<file path="src/rtl/core/vgf_div.sv">
// vgf_div: pipelined restoring divider, one quotient bit per stage, with sideband.
// Expects in_rem below in_div; returns floor(in_rem * 2^QW / in_div). Uses no package items.
module vgf_div #(
    parameter int DW = 27,
    parameter int QW = 32,
    parameter int SW = 8
) (
    input  logic          aclk,
    input  logic          aresetn,
    input  logic          en,
    input  logic          in_valid,
    input  logic [DW-1:0] in_rem,
    input  logic [DW-1:0] in_div,
    input  logic [SW-1:0] in_side,
    output logic          out_valid,
    output logic [QW-1:0] out_quo,
    output logic [SW-1:0] out_side
);

    logic [DW-1:0] rem_reg  [QW];
    logic [DW-1:0] div_reg  [QW];
    logic [QW-1:0] quo_reg  [QW];
    logic [SW-1:0] side_reg [QW];
    logic          valid_reg[QW];

    genvar i;
    for (i = 0; i < QW; i++) begin : g_stage
        logic [DW-1:0] rem_prev;
        logic [DW-1:0] div_prev;
        logic [QW-1:0] quo_prev;
        logic [SW-1:0] side_prev;
        logic          valid_prev;
        logic [DW:0]   trial;
        logic          ge;
        logic [DW-1:0] rem_next;

        if (i == 0) begin : g_first
            assign rem_prev   = in_rem;
            assign div_prev   = in_div;
            assign quo_prev   = '0;
            assign side_prev  = in_side;
            assign valid_prev = in_valid;
        end else begin : g_next
            assign rem_prev   = rem_reg[i-1];
            assign div_prev   = div_reg[i-1];
            assign quo_prev   = quo_reg[i-1];
            assign side_prev  = side_reg[i-1];
            assign valid_prev = valid_reg[i-1];
        end

        // shift in one numerator zero, subtract when it fits
        assign trial    = {rem_prev, 1'b0};
        assign ge       = trial >= {1'b0, div_prev};
        assign rem_next = ge ? DW'(trial - {1'b0, div_prev}) : trial[DW-1:0];

        always_ff @(posedge aclk) begin
            if (!aresetn) begin
                valid_reg[i] <= 1'b0;
            end else if (en) begin
                valid_reg[i] <= valid_prev;
            end
        end

        always_ff @(posedge aclk) begin
            if (en) begin
                rem_reg[i]  <= rem_next;
                div_reg[i]  <= div_prev;
                quo_reg[i]  <= {quo_prev[QW-2:0], ge};
                side_reg[i] <= side_prev;
            end
        end
    end

    assign out_valid = valid_reg[QW-1];
    assign out_quo   = quo_reg[QW-1];
    assign out_side  = side_reg[QW-1];

endmodule

</file>
<file path="config.mk">
export PLATFORM = sky130hd
export DESIGN_NAME = vgf_div
export DESIGN_NICKNAME = d
export VERILOG_FILES = /design/src/rtl/core/vgf_div.sv
export SDC_FILE = /design/constraint.sdc
export NUM_CORES = 2
export LEC_CHECK = 0
export BUFFER_PORTS_ARGS = -buffer_cell sky130_fd_sc_hd__buf_2
export CORE_AREA = 2 2 655 657
export DETAILED_ROUTE_END_ITERATION = 10
export DIE_AREA = 0 0 657 659
export HOLD_SLACK_MARGIN = 0.02
export REMOVE_ABC_BUFFERS = 1
export SLEW_MARGIN = 30
export SYNTH_ARGS = -nofsm -noshare
export SYNTH_HDL_FRONTEND = slang
export SYNTH_SLANG_ARGS = --single-unit
</file>
<file path="constraint.sdc">
create_clock -name aclk -period 9.1 [get_ports aclk]
set_clock_uncertainty 0.1 [all_clocks]
set_input_delay 0 -clock aclk [delete_from_list [all_inputs] [get_ports aclk]]
set_output_delay 0 -clock aclk [all_outputs]
set_load 0.01 [all_outputs]
</file>
==> impl_results.md <==
- Slowest stage delay, CP: 840 ps
- EDFF count, synth: 2489
- First-pass GRT wire length: 409000 um
- # IOs: 107
- CP startpoint: rem_reg[0][216]
- Setup tns final: 0 ps
- Most common cell in the netlist: edfxtp_1
- Largest cells by area after synthesis: edfxtp_1 59%, ha_1 8.5%, inv_1 3.2%
- WS Path Type: register to register
- Layout Nets: 11819
- Share of cells above drive strength 1: 8.96%
- Total vias in the final route: 78265
- Initial antenna violation count: 4
- Pins Over Slew Limit: 0
- Core area: 426000 um^2
- Die width: 657 um
- Post-CTS setup buffers: 0
- Minimum clock period: 4990 ps
- Hold Path Class: input pin to register
- Avg Inst Size Synth: 12.2 um^2
- Hold_buf cts: 180
- Antenna-violating nets left: 0
- Sink Count: 2490
- Post-CTS Resized: 0
- Worst skew pair latency: 890 ps
- Max cap viols: 0
- Multi-input gate area: 47900 um^2
- Routed len/inst: 15.2 um
- Wire length on met2: 130000 um
- Leakage power: 57.8 nW
- Initial DRC Count: 4656
- I/O Buffers: 106
- Final Hold Viols: 0
- Crit path launch type: register
- Area Overhead vs Synth: 15.0%
- Cell taking the most area after synthesis: edfxtp_1
- Clock buffer depth: 4
- Fin util: 34.4%
- Design Power: 50.5 mW
- Register area: 74800 um^2
- Hpwl dp: 184000 um
- Starting Density: 29.9%
- Slew margin rel.: 30.3%
- GP Congestion: 0.889
- Drt pass-1 iters: 8
- Synth unique cells: 90
- Met3 wire length: 9150 um
- CP bufs+invs: 2
- Worst EP required: 9640 ps
- Syn. warnings: 0
- Post-synth top cells: 2489 x edfxtp_1, 1072 x inv_1, 863 x ha_1
- Clock Root Buffer: clkbuf_16
- Sequential element share of the synthesized area: 58.8%
- Metal-1 WL: 103000 um
- Status: finished clean
- Fillers: 41716
- Clock buffer count from CTS: 296
- Number of global-route vias before repair: 78519
- Worst hold start: aresetn
- Worst R2R Start: rem_reg[0][216]
- Chip height: 659 um
- Worst Setup End Kind: register
- Worst path cell trace: fa_1, a21oi_1, o21ai_0, a2111oi_0, nor3_1, a21oi_1, o21ai_0, a2111oi_0, o21ai_4, buf_16, buf_16, mux2_2
- Yosys reg bits: 2490
- CP Max Fanout: 20
- RSZ-0062 raised after global routing: no
- Main synth FF type: edfxtp_1
- Ys async rst share: 0%
- Share of the synthesized area in the top cell type: 58.7%
- Endpoints failing setup: 0
- Top Family by Delay on Critical Path: compound AO/OA/AOI/OAI gates
- Post-Synthesis Cells: 10408
- Peak supply drop: 0.158 mV
- Crit-path slowest cell: a2111oi_0
- H-tree levels: 5
- Synth Cell Area: 127000 um^2
- Row count: 240
- CTS tree: yes
- Slew @ Worst Pin: 1040 ps
- Tcrit/Tclk final: 54.9%
- Largest net degree at the start of global routing: 179
- Die area: 433000 um^2
- Max Clk Rate: 0.200 GHz
- Total GRT Usage: 11.5%
- Max Used Layer: met4
- Clock-pin slew on the worst setup and hold paths: 60 ps
- Critical path arrival: 5530 ps
- GRT overflow: 0
- Vias per cell: 4.66
- Residual DRC: 0
- Drt total wl: 256000 um
- Power density over cell area: 345 nW/um^2
## worst reg2reg max path: stages, from the launching register on
cell and delay [ps]:
edfxtp_1 430, fa_1 480, a21oi_1 220, o21ai_0 140, a2111oi_0 840, nor3_1 260
a21oi_1 370, o21ai_0 250, a2111oi_0 760, o21ai_4 220, buf_16 210, buf_16 170
mux2_2 290
## metrics by stage
step	cells	area, um^2	worst slack (ps)	hold WS [ps]
after floorplan	10210	126000	2690	-1.13
after global placement	16065	135000	4310	78.8
after detailed placement	16067	135000	4350	78.1
after CTS	16777	146000	4220	80.1
after global routing	16789	146000	3870	156
final	16789	146000	4110	165
## power breakdown
| part | leakage, nW | switching, mW | internal [mW] | total, mW |
|---|---|---|---|---|
| logic | 28.8 | 11.6 | 9.19 | 20.8 |
| registers | 24.4 | 1.50 | 16.6 | 18.1 |
| clock network | 4.59 | 4.71 | 6.86 | 11.6 |
## cells in the final DEF (no fill, tap or decap), types with 73 or more instances in the layout
master	count
buf_2	105
inv_1	1072
and3_1	91
nand2b_1	76
nor2_1	502
nand4_1	121
nand2_1	743
nor3_1	98
ha_1	863
a21oi_1	774
o21ai_0	706
clkbuf_16	303
dlygate4sd3_1	180
mux2_2	316
nand3_1	142
a31oi_1	73
edfxtp_1	2489
o21bai_1	104
xnor2_1	415
a21o_1	441
o21a_1	79
xor2_1	294
nor2b_1	94
## routing by layer
metal	up-vias	global-route usage, %
li1	39278	-
met1	36963	12.8
met2	1439	21.2
met3	585	1.74
met4	0	5.90
met5	-	0
## cell families (layout without fill, tap and decap cells)
kind of cell | after synthesis | in the layout | share of synthesized area, %
AND/OR/NAND/NOR | 2060 | 2060 | 7.56
adder cells (fa/ha/maj) | 894 | 894 | 8.98
other | 0 | 11 | 0
AO/OA/AOI/OAI | 2642 | 2642 | 13.0
multiplexers | 343 | 343 | 3.03
buffers and inverters | 1270 | 1953 | 3.80
XOR/XNOR | 709 | 709 | 4.88
flip-flops | 2490 | 2490 | 58.8
## final timing paths
kind	slack [ps]	to	cells past startpoint
setup reg to reg	4110	rem_reg[0][244]	12
setup / recovery	4110	rem_reg[0][244]	12
hold / removal	160	valid_reg[3]	3
hold reg to reg	300	quo_reg[5][2]	0
## area by class of cell
cell class	count	share of cell area, %
Multi-Input combinational cell	6648	32.7
Antenna cell	11	0.0188
Clock inverter	174	1.18
Timing Repair Buffer	351	2.07
Sequential cell	2490	51.1
Inverter	1072	2.75
Clock buffer	356	5.32
Tap cell	5687	4.86
Note: power is estimated with default switching activity, not from simulation.
