**config.mk**
```make
export PLATFORM = sky130hd
export DESIGN_NAME = vgf_choke
export DESIGN_NICKNAME = d
export VERILOG_FILES = /design/src/rtl/core/vgf_pkg.sv /design/src/rtl/core/vgf_choke.sv
export SDC_FILE = /design/constraint.sdc
export NUM_CORES = 2
export LEC_CHECK = 0
export BUFFER_PORTS_ARGS = -buffer_cell sky130_fd_sc_hd__buf_2
export CELL_PAD_IN_SITES_DETAIL_PLACEMENT = 1
export CELL_PAD_IN_SITES_GLOBAL_PLACEMENT = 1
export CORE_MARGIN = 5
export CORE_UTILIZATION = 44
export CTS_BUF_LIST = sky130_fd_sc_hd__clkbuf_8 sky130_fd_sc_hd__clkbuf_16
export DETAILED_ROUTE_END_ITERATION = 10
export GPL_ROUTABILITY_DRIVEN = 0
export PLACE_DENSITY = 0.84
export SKIP_LAST_GASP = 1
export SYNTH_ARGS = -nofsm -noshare
export SYNTH_HDL_FRONTEND = slang
export SYNTH_SLANG_ARGS = --single-unit
```
**constraint.sdc**
```tcl
create_clock -name aclk -period 7.99 [get_ports aclk]
set_input_delay 1.598 -clock aclk [delete_from_list [all_inputs] [get_ports aclk]]
set_output_delay 1.598 -clock aclk [all_outputs]
set_load 0.03 [all_outputs]
```
**src/rtl/core/vgf_pkg.sv**
```systemverilog
// vgf_pkg: shared constants, codes and types for the valve gas flow block.
// No dependencies; used by vgf_choke and valve_gas_flow.
package vgf_pkg;

    // Register reset values and defaults for zero-programmed registers
    localparam logic [15:0] SG_RESET   = 16'd4096;
    localparam logic [15:0] K_RESET    = 16'd5734;
    localparam logic [15:0] XT_RESET   = 16'd45875;
    localparam logic [15:0] Z_RESET    = 16'd4096;
    localparam logic [15:0] ONE_Q12    = 16'd4096;
    localparam logic [15:0] XT_DEFAULT = 16'd45875;

    // Expansion factor limits, Q.30
    localparam logic [30:0] Y_ONE_Q30    = 31'h4000_0000;
    localparam logic [30:0] Y_FLOOR_Q30  = 31'd716185796;
    localparam logic [30:0] Y_CHOKED_Q30 = 31'd715827882;

    // 2.73 / 3.6e8 scaled by 2^60
    localparam logic [33:0] FLOW_CONST = 34'd8742988077;

    // ceil(2^37 / 7): exact floor division by 7 for dividends below 2^34
    localparam logic [34:0] RECIP7 = 35'd19634136211;

    // Configuration register indexes
    typedef enum logic [1:0] {
        REG_SPECIFIC_GRAVITY = 2'd0,
        REG_HEAT_RATIO       = 2'd1,
        REG_PRESSURE_RATIO   = 2'd2,
        REG_COMPRESSIBILITY  = 2'd3
    } reg_index_t;

    // Result status codes
    typedef enum logic [1:0] {
        STATUS_NONCHOKED = 2'd0,
        STATUS_CHOKED    = 2'd1,
        STATUS_INVALID   = 2'd2
    } status_t;

    // Choke limit Fk*xT (Q.32) and three times it, from the config side
    typedef struct packed {
        logic [35:0] f;
        logic [37:0] f3;
    } choke_t;

endpackage

```
**src/rtl/core/vgf_choke.sv**
```systemverilog
// vgf_choke: five-stage pipeline forming the choke limit F = k*xT*80/7 from config.
// Depends on vgf_pkg.
module vgf_choke (
    input  logic                 aclk,
    input  logic [15:0]          heat_ratio,
    input  logic [15:0]          xt_eff,
    output vgf_pkg::choke_t      choke
);

    logic [31:0] n_reg;
    logic [33:0] m3_reg;
    logic [35:0] e11_reg;
    logic [35:0] e11d_reg;
    logic [51:0] plo_reg;
    logic [50:0] phi_reg;
    logic [35:0] f_reg;
    logic [37:0] f3_reg;
    logic [69:0] prod_sum;
    logic [35:0] f_next;

    // floor(80n/7) = 11n + floor(3n/7); the last term by reciprocal multiply
    assign prod_sum = 70'(plo_reg) + (70'(phi_reg) << 18);
    assign f_next   = e11d_reg + 36'(prod_sum >> 37);

    always_ff @(posedge aclk) begin
        n_reg    <= 32'(heat_ratio) * 32'(xt_eff);
        m3_reg   <= 34'(n_reg) * 34'd3;
        e11_reg  <= 36'(n_reg) * 36'd11;
        plo_reg  <= 52'(m3_reg) * 52'(vgf_pkg::RECIP7[17:0]);
        phi_reg  <= 51'(m3_reg) * 51'(vgf_pkg::RECIP7[34:18]);
        e11d_reg <= e11_reg;
        f_reg    <= f_next;
        f3_reg   <= 38'(f_reg) * 38'd3;
    end

    assign choke.f  = f_reg;
    assign choke.f3 = f3_reg;

endmodule

```
==> impl_metrics.ini <==
[logic_synthesis]
syn_inst = 3947
synth_nets = 4953
ys_seq_elements = 288
synthArstFlopShare_pct = 0
synth_edf_count = 0
ys_warn_count = 0
yosysTopAreaCellShare_pct = 23.6
yosysMostFrequentCell = inv_1
ys_seq_area_share_pct = 16.3
synth_flop_cell = dfxtp_1
synth_cell_types = 87
syn_area_um2 = 35400
synthTopCellsByCount = 856 x inv_1, 555 x ha_1, 418 x fa_1, 288 x dfxtp_1, 273 x nand2_1
synthTopCellsByArea = fa_1 24%, ha_1 20%, dfxtp_1 16%
synth_top_area_cell = fa_1
avgSynthCellArea_um2 = 8.97

[die]
rows = 104
dieArea_um2 = 86200
start_util_pct = 44.2
die_h_um = 294
core_area_um2 = 80200
die_w_um = 294
ios = 107

[critical_path]
rr_worst_depth = 19
reg2reg_to = plo_reg[43]$_DFF_P_
cp-startpoint = heat_ratio[6]
setup.worst_path.class = in2reg
reg2reg_from = e11_reg[1]$_DFF_P_
crit_required_ps = 8470
cp.arrival_ps = 7750
rrSetupSlack_ps = 1640
cp_max_fo = 16
end_kind = flip-flop
start_kind = primary input

[sta]
rsz0062_at_grt = no
setup_slack_ps = 716
tightest_slew_ps = 701
min_period_ps = 7270
post-route-period-util_pct = 91.0
setup_violations = 0
relSlewSlack_pct = 52.9
slew_viol_final = 0
setup_tns_ps = 0
hold_violations = 0
skew_ps = 16.3
fmax_ghz = 0.137

[placed_design]
place_ws_ps = 167
portBuffers = 106
dpl_cell_area_um2 = 37000
dp_hpwl_mm = 83.5

[cells_and_area]
drive_gt1_share_pct = 5.31
antenna_cells = 0
largest_register_ffs = 47
fill_cells = 9424
stdcell_area_um2 = 38200
fin_util_pct = 47.7
multi_input_comb_area_um2 = 26100
syn_to_final_growth_pct = 7.97
final_nets = 5027
seq_area_um2 = 5770

[min_path]
hold_class = reg2reg
min-delay-start = e11_reg[9]$_DFF_P_
worstHoldEndpoint = e11d_reg[9]$_DFF_P_
holdPathStages = 0

[global_routing]
antenna_found_initial = 3
grt_pass1_vias = 30900
overflow = 0
grt_usage_pct = 22.9
grt_pass1_wl_mm = 160
grt_max_degree = 17

[cts]
cts_tree = done
clkSlewWorstSetupHoldPaths_ps = 60
hold_buffers = 0
htree_levels = 2
clock-sinks = 288
numCtsBuffers = 36
clockBufferDepth = 3
cts-root-buf = clkbuf_16
cts-resized-gates = 0
post_cts_buffers = 0
clkLatencyLatePin_ps = 560

[drt]
wirelength_mm = 99.3
via_per_inst = 5.39
drc = 0
routedWlPerCell_um = 19.4
routed-via-count = 27500
ant_nets = 0
dr.pass1.iters = 7
drt-initial-drc-count = 1252

[outcome]
status = finished, final reports clean

[run]
max_cap_violations = 0
-- cell families after synthesis --
logic type               count (synthesis)  share of synthesized area, %
adder cells (fa/ha/maj)                973                          43.3
XOR/XNOR                               240                          5.94
AND/OR/NAND/NOR                        790                          11.0
flip-flops                             288                          16.3
multiplexers                             7                         0.198
buffers and inverters                  935                          9.95
AO/OA/AOI/OAI                          714                          13.4
-- layout by cell type (no fill, tap or decap), drive strengths merged, types with 130 or more instances in the layout --
master	n
inv	865
ha	555
fa	418
dfxtp	288
nand2	273
a21oi	214
xnor2	168
a21o	145
nor2	138
and2	130
-- stage by stage --
step | instances | hold WS, ps
final | 5108 | 323
after global routing | 5108 | 332
after CTS | 5108 | 327
after detailed placement | 5043 | 313
after global placement | 5043 | 311
after floorplan | 3947 | 310
-- final cells by class --
type / instances / share of cell area [%]
clock inverter: 25 / 0.642
tap: 1060 / 3.47
inverter: 856 / 8.41
sequential: 288 / 15.1
clock buffer: 40 / 2.50
timing repair buffer: 115 / 1.57
multi-input combinational: 2724 / 68.3
-- layer usage --
layer | track usage, % | routed length [um] | up-vias
met5 | 0 | 0 | -
met4 | 8.94 | 4420 | 0
met3 | 3.01 | 4590 | 235
met2 | 41.7 | 49700 | 715
met1 | 27.5 | 40600 | 13600
li1 | - | - | 12900
-- critical path, stage by stage --
cell and delay (ps):
buf_2 220, and2_1 210, fa_1 550, inv_1 60
fa_1 500, fa_1 540, inv_1 60, fa_1 460
fa_1 540, inv_1 60, fa_1 530, inv_1 50
ha_1 340, and4_1 230, a221oi_1 360, o211ai_1 310
a211oi_2 310, o21ai_1 180, a221o_1 320, a21oi_1 180
xnor2_1 130
-- worst max path at each step --
| stage | end | slack [ps] |
|---|---|---|
| final | n_reg[31]$_DFF_P_ | 720 |
| after global routing | n_reg[31]$_DFF_P_ | 470 |
| after CTS | n_reg[31]$_DFF_P_ | 730 |
| after detailed placement | n_reg[31]$_DFF_P_ | 170 |
| after global placement | n_reg[31]$_DFF_P_ | 310 |
| after floorplan | n_reg[31]$_DFF_P_ | 700 |
Power is left out: the tool's default activity adds up to more than one toggle a clock period on the data nets, which glitch-free logic cannot reach.
