[config.mk]
export PLATFORM = sky130hd
export DESIGN_NAME = vgf_sqrt
export DESIGN_NICKNAME = d
export VERILOG_FILES = /design/src/rtl/core/vgf_sqrt.sv
export SDC_FILE = /design/constraint.sdc
export NUM_CORES = 2
export LEC_CHECK = 0
export BUFFER_PORTS_ARGS = -buffer_cell sky130_fd_sc_hd__buf_2
export CAP_MARGIN = 20
export CORE_UTILIZATION = 40
export DETAILED_ROUTE_END_ITERATION = 10
export SYNTH_ARGS = -nofsm -noshare
export SYNTH_HDL_FRONTEND = slang
export SYNTH_MEMORY_MAX_BITS = 65536
export SYNTH_SLANG_ARGS = --single-unit
[constraint.sdc]
create_clock -name aclk -period 3.79 [get_ports aclk]
set_clock_uncertainty 0.15 [all_clocks]
set_input_delay 0.5685 -clock aclk [delete_from_list [all_inputs] [get_ports aclk]]
set_output_delay 0.5685 -clock aclk [all_outputs]
set_load 0.02 [all_outputs]
[src/rtl/core/vgf_sqrt.sv]
// vgf_sqrt: 32-stage integer square root of a 64-bit value, one result bit per stage.
// Carries a sideband alongside. Uses no package items.
module vgf_sqrt #(
    parameter int SW = 8
) (
    input  logic          aclk,
    input  logic          aresetn,
    input  logic          en,
    input  logic          in_valid,
    input  logic [63:0]   in_val,
    input  logic [SW-1:0] in_side,
    output logic          out_valid,
    output logic [31:0]   out_root,
    output logic [SW-1:0] out_side
);

    localparam int NS = 32;

    logic [63:0]   rem_reg  [NS];
    logic [63:0]   res_reg  [NS];
    logic [SW-1:0] side_reg [NS];
    logic          valid_reg[NS];

    genvar i;
    for (i = 0; i < NS; i++) begin : g_stage
        localparam logic [63:0] BIT = 64'd1 << (62 - 2 * i);
        logic [63:0]   rem_prev;
        logic [63:0]   res_prev;
        logic [SW-1:0] side_prev;
        logic          valid_prev;
        logic [64:0]   trial;
        logic          ge;

        if (i == 0) begin : g_first
            assign rem_prev   = in_val;
            assign res_prev   = '0;
            assign side_prev  = in_side;
            assign valid_prev = in_valid;
        end else begin : g_next
            assign rem_prev   = rem_reg[i-1];
            assign res_prev   = res_reg[i-1];
            assign side_prev  = side_reg[i-1];
            assign valid_prev = valid_reg[i-1];
        end

        assign trial = {1'b0, res_prev} + {1'b0, BIT};
        assign ge    = {1'b0, rem_prev} >= trial;

        always_ff @(posedge aclk) begin
            if (!aresetn) begin
                valid_reg[i] <= 1'b0;
            end else if (en) begin
                valid_reg[i] <= valid_prev;
            end
        end

        always_ff @(posedge aclk) begin
            if (en) begin
                rem_reg[i]  <= ge ? rem_prev - trial[63:0] : rem_prev;
                res_reg[i]  <= ge ? (res_prev >> 1) + BIT : res_prev >> 1;
                side_reg[i] <= side_prev;
            end
        end
    end

    assign out_valid = valid_reg[NS-1];
    assign out_root  = res_reg[NS-1][31:0];
    assign out_side  = side_reg[NS-1];

endmodule

==> qor.csv <==
stage,metric,value,unit
worst_setup_path,worstSetupPathType,reg2reg,
flow_run,maxCapViolCount,0,
timing,setup_viol,5,
floorplan,initial_core_util,40.2,%
route,ant_nets,0,
timing,final_max_slew_viol_count,0,
floorplan,rows,208,
worst_setup_path,rr_startpoint,rem_reg[1][476],
synthesis,syn_area_per_cell,13.1,µm²
synthesis,ys_warn_count,0,
worst_setup_path,reg2reg_to,rem_reg[1][564],
timing,slew_headroom,29.7,%
timing,hold_viol_final,0,
floorplan,die-area,325000,µm²
worst_setup_path,r2r_slack,-0.11,ns
synthesis,synthTopCellsByCount,"2799 x edfxtp_1, 691 x inv_1, 614 x nand2_1",
clock_network,htree_levels,5,
timing,min_period,3.90,ns
synthesis,synthSimpleGateAreaFrac,11.4,%
synthesis,yosysSeqAreaShare,65.1,%
grt,grt_pass1_vias,82800,
layout,final_cell_count_no_fill,15600,
clock_network,clk_pin_slew_worst_paths,0.06,ns
layout,fin_util,47.9,%
status,status,"complete, but fails checks",
layout,largest_reg_flops,1984,
synthesis,ys_async_sr_fraction,0,%
synthesis,synth-edff-count,2799,
route,first_iter_violations,6597,
clock_network,clk_latency,0.91,ns
synthesis,yosys_register_bits,2800,
worst_setup_path,cp_max_fo,6,
worst_hold_path,whs_endpoint,side_reg[0][5],
synthesis,synth_xor_area_share,5.80,%
synthesis,synthFlopType,edfxtp_1,
clock_network,clockBufferDepth,4,
synthesis,syn-instance-count,9850,
timing,fmax,257,MHz
grt,grt_max_degree,196,
synthesis,yosysUniqueCellTypes,94,
route,drc,0,
worst_setup_path,startpoint_type,flop,
status,violations,negative setup slack,
synthesis,synthesis.nets,10500,
placed_design,place_inst,14900,
timing,tns,-0.316,ns
route,wirelength,339,mm
synthesis,synthMuxAreaShare,0.800,%
placed_design,io_buffers,116,
clock_network,cts_inserted_buffers,312,
clock_network,tritoncts,done,
synthesis,synth_top_area_share,65.1,%
power_and_ir_drop,cellPowerDensity,606,nW/µm²
synthesis,netlist_area,129000,µm²
synthesis,synthTopCellsByArea,"edfxtp_1 65%, ha_1 5.4%, xnor2_1 3.2%, xor2_1 2.6%, a21oi_1 2.2%",
worst_hold_path,hold-path-cell-count,2,
layout,area_growth,19.2,%
worst_hold_path,hold_start,in_side[5],
power_and_ir_drop,ir_drop,0.462,mV
worst_setup_path,critical_path_arrival,4.30,ns
synthesis,synth_top_family_by_area,simple AND/OR/NAND/NOR gates,
synthesis,synth_compound_area_share,8.83,%
grt,grt_usage,20.5,%
synthesis,synth_top_area_cell,edfxtp_1,
clock_network,clock-sinks,2800,
timing,rsz0062_at_grt,true,
clock_network,clock-root-buffer,clkbuf_16,
power_and_ir_drop,p_leak,58.5,nW
route,drt_first_pass_iters,5,
route,num_vias,82400,
worst_hold_path,hp-class,in2reg,
synthesis,synth_fa_ha_area_share,5.41,%
worst_setup_path,cp.required,4.19,ns
layout,drive_gt1_share,15.9,%
placed_design,place_hpwl,260,mm
route,wl_per_cell,21.8,µm
timing,tightest_slew,1.06,ns
worst_setup_path,rr_worst_depth,10,
floorplan,core,321000,µm²
layout,nets,11700,
placed_design,place_congestion,0.923,
timing,setup_slack,-0.107,ns
timing,fin_crit_sh,103,%
grt,grt_pass1_wl,509,mm
floorplan,ioPinCount,117,
floorplan,die_y,570,µm
synthesis,synthMostInstantiatedCell,edfxtp_1,
grt,antenna_found_initial,5,
grt,grt.overflow.total,0,
floorplan,die_w,570,µm
worst_setup_path,cp-end-kind,flop,
route,vias_per_cell,5.29,
## metrics by stage
stage | worst slack (ns) | hold slack (ns) | cell area [µm²] | power [mW]
after floorplan | 0.205 | 0.250 | 129000 | 53.4
after global placement | -0.835 | 0.250 | 141000 | 62.3
after detailed placement | -0.668 | 0.255 | 141000 | 62.5
after CTS | -0.139 | 0.128 | 152000 | 93.5
after global routing | -0.181 | 0.181 | 154000 | 97.5
final | -0.107 | 0.224 | 154000 | 93.3
## critical path: stages (launching register included)
cell,delay (ns)
edfxtp_1,0.60
ha_1,0.52
nand4_1,0.16
or4_4,0.52
or4_4,0.45
nand3_4,0.11
a41oi_4,0.06
a2111o_1,0.46
buf_4,0.19
nor3_4,0.20
xor2_4,0.13
## power by group
| part | internal [mW] | total [mW] | switching, mW |
|---|---|---|---|
| combinational | 9.16 | 20.7 | 11.5 |
| sequential | 39.0 | 42.1 | 3.18 |
| clock | 17.9 | 30.5 | 12.5 |
| total | 66.1 | 93.3 | 27.2 |
## layer usage
layer	routed length [µm]	part of all wire (%)	GRT usage [%]	up-vias
li1	-	-	-	39400
met1	138000	41	25.1	40300
met2	173000	51	37.2	2143
met3	14800	4.4	2.24	581
met4	12700	3.7	7.17	0
met5	0	0	0	-
## cell type report
cell class,instances,area (µm²)
Fill cell,28100,167000
Sequential cell,2800,84100
Multi-Input combinational cell,6156,43000
Timing Repair Buffer,1052,8530
Clock buffer,361,8140
Tap cell,4305,5390
Inverter,696,2610
Clock inverter,205,2150
Antenna cell,7,17.5
## how the worst max path moves through the flow
| stage | slack [ns] | cells after the start | from | end |
|---|---|---|---|---|
| final | -0.11 | 10 | rem_reg[1][476] | rem_reg[1][564] |
| after global routing | -0.18 | 13 | rem_reg[1][484] | rem_reg[1][564] |
| after CTS | -0.14 | 12 | rem_reg[1][484] | rem_reg[1][564] |
| after detailed placement | -0.67 | 11 | rem_reg[1][483] | rem_reg[1][564] |
| after global placement | -0.84 | 13 | res_reg[1][853] | rem_reg[1][959] |
| after floorplan | 0.21 | 13 | rem_reg[1][546] | rem_reg[1][630] |
## kinds of logic (layout without fill, tap and decap cells)
logic type | count (synthesis) | after routing
simple gates | 2822 | 2822
flops | 2800 | 2800
compound gates | 1828 | 1828
buf+inv | 894 | 2314
xor+xnor | 856 | 856
fa+ha+maj | 558 | 558
mux | 92 | 92
other cells | 0 | 7
## timing repair
action | 4_1_cts | 5_1_grt
pin swaps | 9 | 51
gates cloned | 0 | 2
resized for setup | 43 | 216
hold buffers | 76 | 0
buffers inserted | 18 | 38
endpoints found under the hold margin | 79 | 0
setup endpoints to repair | 137 | 452
## layout by cell type, fill, tap and decap left out, types with 381 or more instances in the layout
| cell type | synthesis | final |
|---|---|---|
| xor2_1 | 385 | 381 |
| xnor2_1 | 471 | 455 |
| o21ai_0 | 450 | 430 |
| ha_1 | 558 | 537 |
| inv_1 | 691 | 689 |
| nor2_1 | 586 | 580 |
| buf_4 | 4 | 786 |
| a21oi_1 | 561 | 552 |
| edfxtp_1 | 2799 | 2799 |
| nand2_1 | 614 | 607 |
No activity file was read; power rests on OpenSTA's default activity.
